`src/hw/rtl/vdp_cpu_port_interface_assert.svh`:
```
// ---------------------------------------------------------------------------
// Assertion macros for the VDP CPU port interface
// Clocked on clk, disabled while rst is high.
// ---------------------------------------------------------------------------
`ifndef VDP_CPU_PORT_INTERFACE_ASSERT_SVH
`define VDP_CPU_PORT_INTERFACE_ASSERT_SVH

// same-cycle implication
`define VDP_ASSERT_IMP(lbl, ante, cons) \
  lbl: assert property (@(posedge clk) disable iff (rst) (ante) |-> (cons)) \
    else $error("vdp assertion failed");

// next-cycle implication
`define VDP_ASSERT_NEXT(lbl, ante, cons) \
  lbl: assert property (@(posedge clk) disable iff (rst) (ante) |=> (cons)) \
    else $error("vdp assertion failed");

`endif

```
`src/hw/rtl/vdp_pkg.sv`:
```
// ---------------------------------------------------------------------------
// vdp_pkg
// Request codes, interrupt actions and controller/datapath interface types.
// ---------------------------------------------------------------------------
`default_nettype none

package vdp_pkg;

  localparam logic [2:0] REQ_RD_DATA   = 3'd0;
  localparam logic [2:0] REQ_RD_STATUS = 3'd1;
  localparam logic [2:0] REQ_WR_DATA   = 3'd2;
  localparam logic [2:0] REQ_WR_CTRL   = 3'd3;
  localparam logic [2:0] REQ_TICK      = 3'd4;

  localparam logic [1:0] NMI_NONE    = 2'd0;
  localparam logic [1:0] NMI_ASSERT  = 2'd1;
  localparam logic [1:0] NMI_RELEASE = 2'd2;

  localparam logic [8:0] VBLANK_LINE    = 9'd192;
  localparam int unsigned IRQ_ENABLE_POS = 5;
  localparam logic [2:0] MODE_REG_IRQ   = 3'd1;

  // controller -> datapath
  typedef struct packed {
    logic accept;
    logic fetch_load;
    logic clear_wr;
  } vdp_cmd_t;

  // datapath -> controller
  typedef struct packed {
    logic need_fetch;
    logic clear_last;
  } vdp_sts_t;

endpackage

`default_nettype wire

```
`src/hw/rtl/vdp_ctrl.sv`:
```
// ---------------------------------------------------------------------------
// vdp_ctrl
// Sequencer: RAM clearing pass, word acceptance, read-ahead fetch, output valid.
// ---------------------------------------------------------------------------
`default_nettype none

module vdp_ctrl (
  input  wire               clk,
  input  wire               rst,
  input  wire               s_tvalid,
  output logic              s_tready,
  output logic              m_tvalid,
  input  wire               m_tready,
  output vdp_pkg::vdp_cmd_t cmd,
  input  vdp_pkg::vdp_sts_t sts
);
  import vdp_pkg::*;

  localparam logic [1:0] ST_CLEAR = 2'd0;
  localparam logic [1:0] ST_IDLE  = 2'd1;
  localparam logic [1:0] ST_FETCH = 2'd2;

  logic [1:0] state;
  logic [1:0] state_next;
  logic       accept;

  assign s_tready       = (state == ST_IDLE) && (!m_tvalid || m_tready);
  assign accept         = s_tvalid && s_tready;
  assign cmd.accept     = accept;
  assign cmd.fetch_load = (state == ST_FETCH);
  assign cmd.clear_wr   = (state == ST_CLEAR);

  always_comb begin
    state_next = state;
    case (state)
      ST_CLEAR: begin
        if (sts.clear_last) begin
          state_next = ST_IDLE;
        end
      end
      ST_IDLE: begin
        if (accept && sts.need_fetch) begin
          state_next = ST_FETCH;
        end
      end
      ST_FETCH: begin
        state_next = ST_IDLE;
      end
      default: begin
        state_next = ST_IDLE;
      end
    endcase
  end

  always_ff @(posedge clk) begin
    if (rst) begin
      state    <= ST_CLEAR;
      m_tvalid <= 1'b0;
    end else begin
      state <= state_next;
      if (accept) begin
        m_tvalid <= 1'b1;
      end else if (m_tready) begin
        m_tvalid <= 1'b0;
      end
    end
  end

`include "vdp_cpu_port_interface_assert.svh"

  `VDP_ASSERT_NEXT(a_fetch_follows, accept && sts.need_fetch, state == ST_FETCH)
  `VDP_ASSERT_NEXT(a_fetch_one_cycle, state == ST_FETCH, state == ST_IDLE)
  `VDP_ASSERT_NEXT(a_result_after_accept, accept, m_tvalid)
  `VDP_ASSERT_NEXT(a_clear_holds, (state == ST_CLEAR) && !sts.clear_last, state == ST_CLEAR)
  `VDP_ASSERT_IMP(a_no_accept_busy, state != ST_IDLE, !accept)

endmodule

`default_nettype wire

```
`config.mk`:
```
export PLATFORM = sky130hd
export DESIGN_NAME = vdp_ctrl
export DESIGN_NICKNAME = d
export VERILOG_FILES = /design/src/hw/rtl/vdp_pkg.sv /design/src/hw/rtl/vdp_ctrl.sv
export VERILOG_INCLUDE_DIRS = /design/src /design/src/hw/rtl
export SDC_FILE = /design/constraint.sdc
export NUM_CORES = 1
export LEC_CHECK = 0
export ABC_CLOCK_PERIOD_IN_PS = 1200
export BUFFER_PORTS_ARGS = -buffer_cell sky130_fd_sc_hd__buf_2
export CORE_AREA = 2 2 39 41
export DETAILED_ROUTE_END_ITERATION = 8
export DIE_AREA = 0 0 41 43
export PLACE_DENSITY = 0.33
export SETUP_SLACK_MARGIN = 0.1
export SYNTH_ARGS = -nofsm -noshare
export SYNTH_HDL_FRONTEND = slang
export SYNTH_SLANG_ARGS = --single-unit
```
`constraint.sdc`:
```
create_clock -name clk -period 1.2 [get_ports clk]
set_input_delay 0.3 -clock clk [delete_from_list [all_inputs] [get_ports clk]]
set_output_delay 0.3 -clock clk [all_outputs]
set_load 0.02 [all_outputs]
```
# Yosys cells after proc, flatten, opt, wreduce, memory -nomap -nowiden
# Cells that the tools add are included.
dict set report totals {
  ff_bits 3
  input_bits 6
  output_inout_bits 5
  word_cells 19
}
dict set report classes {
  eq_ne 4
  n_mux 5
  reduce_logical 8
}
# operator count
set op_table {}
lappend op_table {{$mux 2} 2}
lappend op_table {{$ne 2x1->1 const B} 2}
lappend op_table {{$pmux 2 s2} 1}
lappend op_table {{$logic_and 1x1->1} 3}
lappend op_table {{$eq 2x1->1 const B} 1}
lappend op_table {{$eq 2x2->1 const B} 1}
lappend op_table {{$logic_not 2->1} 1}
lappend op_table {{$mux 1} 2}
lappend op_table {{$reduce_and 2->1} 1}
lappend op_table {{$reduce_bool 2->1} 1}
lappend op_table {{$logic_not 1->1} 1}
lappend op_table {{$logic_or 1x1->1} 1}

# Depth between registers and ports, before layout
dict set report logic_depth {
  depth_word 7
  ltp_mapped 4
}

# Worst setup path after synthesis
# No wires, ideal clock.
dict set report synth_path {
  path_type {register to output}
  from {reg m_tvalid}
  to {out cmd[2] (netlist bit)}
  t_arrival_ns 1.073
  required_time_ns 0.900
  setup_slack_ns -0.173
  path_stages_with_launch 5
  cell_sequence {dfxtp_1 -> nand2b_4 -> and3b_4 -> and2_2 -> buf_4}
}
dict set report synth_via {
  elab_chain_len 4
}
# element line
set synth_rtl {}
lappend synth_rtl {{from (decl)} vdp_ctrl.sv:12} ;# output logic m_tvalid,
lappend synth_rtl {{from (signal assigned)} vdp_ctrl.sv:58} ;# m_tvalid <= 1'b0;
lappend synth_rtl {{from (signal assigned)} vdp_ctrl.sv:62} ;# m_tvalid <= 1'b1;
lappend synth_rtl {{from (signal assigned)} vdp_ctrl.sv:64} ;# m_tvalid <= 1'b0;
lappend synth_rtl {{$logic_not 1->1} vdp_ctrl.sv:27} ;# assign s_tready = (state == ST_IDLE) && (!m_tvalid || m_tready);
lappend synth_rtl {{$logic_or 1x1->1} vdp_ctrl.sv:27}
lappend synth_rtl {{$logic_and 1x1->1} vdp_ctrl.sv:27}
lappend synth_rtl {{net s_tready} vdp_ctrl.sv:11} ;# output logic s_tready,
lappend synth_rtl {{$logic_and 1x1->1} vdp_ctrl.sv:28} ;# assign accept = s_tvalid && s_tready;
lappend synth_rtl {{to (decl)} vdp_ctrl.sv:14} ;# output vdp_pkg::vdp_cmd_t cmd,
# The timed path passes the listed nets, and every way through them passes these cells.

==> impl_metrics.toml <==
[power]
sw_frac_of_total_pct = 25.2
intPower_uw = 289
power_density_nw_per_um2 = 1150
combPwrFrac_pct = 26.5
switching_power_uw = 97.5
seqPwrFrac_pct = 28.1
irDropWorstVdd_v = 0.000385
leakage_uw = 0.000153
p_clk_share_pct = 45.4

[global_routing]
grt_usage_pct = 6.72
grt_pass1_vias = 181
antenna_found_initial = 0
grt_max_degree = 5
grt_overflow = 0
grt_pass1_wl_um = 676

[yosys]
synth_ff_type = "dfxtp_1"
netlist_area_um2 = 155
synth_top_cell_by_area = "dfxtp_1"
syn-num-nets = 20
synth_edf_count = 0
synth_warnings = 0
synth-seq-area-share_pct = 38.7
synth_seq_cells = 3
post-synth-top-count-cell = "dfxtp_1"
synth_top_area_share_pct = 38.7
yosys-top-cells-area = "dfxtp_1 (39%), a311oi_2 (9.7%), nand2b_4 (8.9%)"
syn_area_per_cell_um2 = 11.1
synth-async-reset-ratio_pct = 0
synthDistinctLibCells = 12
synth_cells = 14

[worst_setup_path]
rrSetupSlack_ns = 0.10
r2r_cells = 5
critPathKind = "flop to primary output"
required_ns = 0.90
reg2reg_from = "m_tvalid"
start_kind = "flop"
cp.arrival_ns = 1.06
end_kind = "primary output"
r2r_end = "state[1]"
worst-path-max-fanout = 3

[placed_design]
dp_slack_ns = -0.0770
gp_congestion = 0.643
hpwlAfterDp_um = 323
placed_area_um2 = 245
port_buffers = 10

[hold_path]
min_path_type = "primary input to flop"
hold_path_depth = 2
holdPathEnd = "m_tvalid"
hp-start = "rst"

[outcome]
violations = "negative setup slack"
status = "finished with violations"

[sta]
hold_viol = 0
maxSlewViolCount = 0
max_freq_mhz = 736
period_share_pct = 113
skew_ns = 0.000714
max-slew-margin-rel_pct = 82.8
tightest_slew_ns = 0.257
rsz0062_at_grt = "true"
min_period_ns = 1.36
worst_slack_ns = -0.159
setup_viol = 3

[floorplanning]
rows = 14
die_h_um = 43
coreArea_um2 = 1380
fp.dieW_um = 41
start_util_pct = 11.2
dieArea_um2 = 1760
ioPinCount = 11

[route]
dr.first_iter.drc_count = 4
wl_per_cell_um = 8.94
vias = 180
via_per_inst = 3.75
drt-total-wl_um = 429
route.detailed.drc = 0
postRouteAntennaNets = 0
drtPass1Iterations = 2

[job]
max_cap_violations = 0

[final_layout]
n_fill_cell = 161
diodes = 0
final_nets = 39
area_growth_pct = 116
final_area_um2 = 335
drive_above_1_share_pct = 84.4
fin_util_pct = 24.2

[cts]
numCtsBuffers = 3
clock_latency_ns = 0.23
htreeDepth = 1
cts_buffer_depth = 2
clockRootBuffer = "clkbuf_4"
cts_tree = "built"
clkSlewWorstSetupHoldPaths_ns = 0.04
cts_sinks = 3
-- cells by family (layout without fill, tap and decap cells) --
logic type             count (synthesis)  in the layout  synth area share [%]
flip-flops                             3              3                  38.7
AO/OA/AOI/OAI                          2              2                  12.9
buffers and inverters                  1             19                  4.84
AND/OR/NAND/NOR                        8              8                  43.5
-- per-stage QoR --
stage	total power [uW]	setup TNS, ns	hold slack (ns)	std cells
CTS	373	-0.313	0.254	47
detailed placement	182	-0.0770	0.489	42
global placement	181	-0.0733	0.492	42
floorplan	152	-0.0170	0.359	14
finish	386	-0.321	0.259	48
global route	408	-0.429	0.261	48
-- cells in the final DEF (no fill, tap or decap) --
cell	synthesis	routed
a21oi_1	1	1
a311oi_2	1	1
and2_4	0	1
and3b_4	1	1
and4b_2	1	1
buf_2	0	6
buf_4	1	3
buf_6	0	6
clkbuf_1	0	1
clkbuf_4	0	3
dfxtp_1	3	1
dfxtp_2	0	1
dfxtp_4	0	1
nand2b_4	1	1
nand3b_1	1	1
nor2_4	0	1
nor2b_4	0	1
nor3_1	1	1
-- power by group through the flow --
| stage | clock network (uW) | logic, uW | registers, uW |
|---|---|---|---|
| finish | 176 | 102 | 109 |
| global route | 190 | 108 | 109 |
| CTS | 181 | 84.3 | 108 |
| detailed placement | 0 | 72.5 | 110 |
| global placement | 0 | 71.5 | 110 |
| floorplan | 0 | 38.9 | 113 |
-- metal layers --
layer	share of wire, %	GRT usage (%)	routed length, um	up-vias
met2	61	8.75	262	4
met4	0	12.0	0	0
li1	-	-	-	87
met1	33	4.49	142	89
met5	0	0	0	-
met3	5.6	3.66	24	0
-- timing repair --
item                                    4_1_cts  5_1_grt
pin swaps                                     2        0
endpoints found under the setup margin        4        6
hold buffers                                  0        0
gates resized for setup                       6        8
buffers inserted                              1        1
-- state kept, by name, summed over array words and instances, names as in the netlist --
| signal | cells |
|---|---|
| state | 2 |
| m_tvalid | 1 |
-- area by class of cell --
class | instances | area [um2] | share of cell area (%)
multi-input combinational | 10 | 104 | 31.0
clock buffer | 4 | 26.3 | 7.84
tap | 16 | 20.0 | 5.97
sequential | 3 | 65.1 | 19.4
timing repair buffer | 15 | 120 | 35.8
-- worst max-delay path: stages, from the launching register on --
cell and delay, ns:
dfxtp_4 0.34, nand2b_4 0.06, and3b_4 0.19, and2_4 0.13, buf_6 0.10
-- how the worst max path moves through the flow --
stage / from / to / slack (ns)
after detailed placement: m_tready / cmd[2] / -0.08
final: m_tvalid / cmd[2] / -0.16
after global routing: m_tvalid / cmd[2] / -0.20
after CTS: m_tvalid / cmd[2] / -0.17
after global placement: m_tready / cmd[2] / -0.07
after floorplan: m_tvalid / cmd[2] / -0.02
No activity file was read; power rests on OpenSTA's default activity.
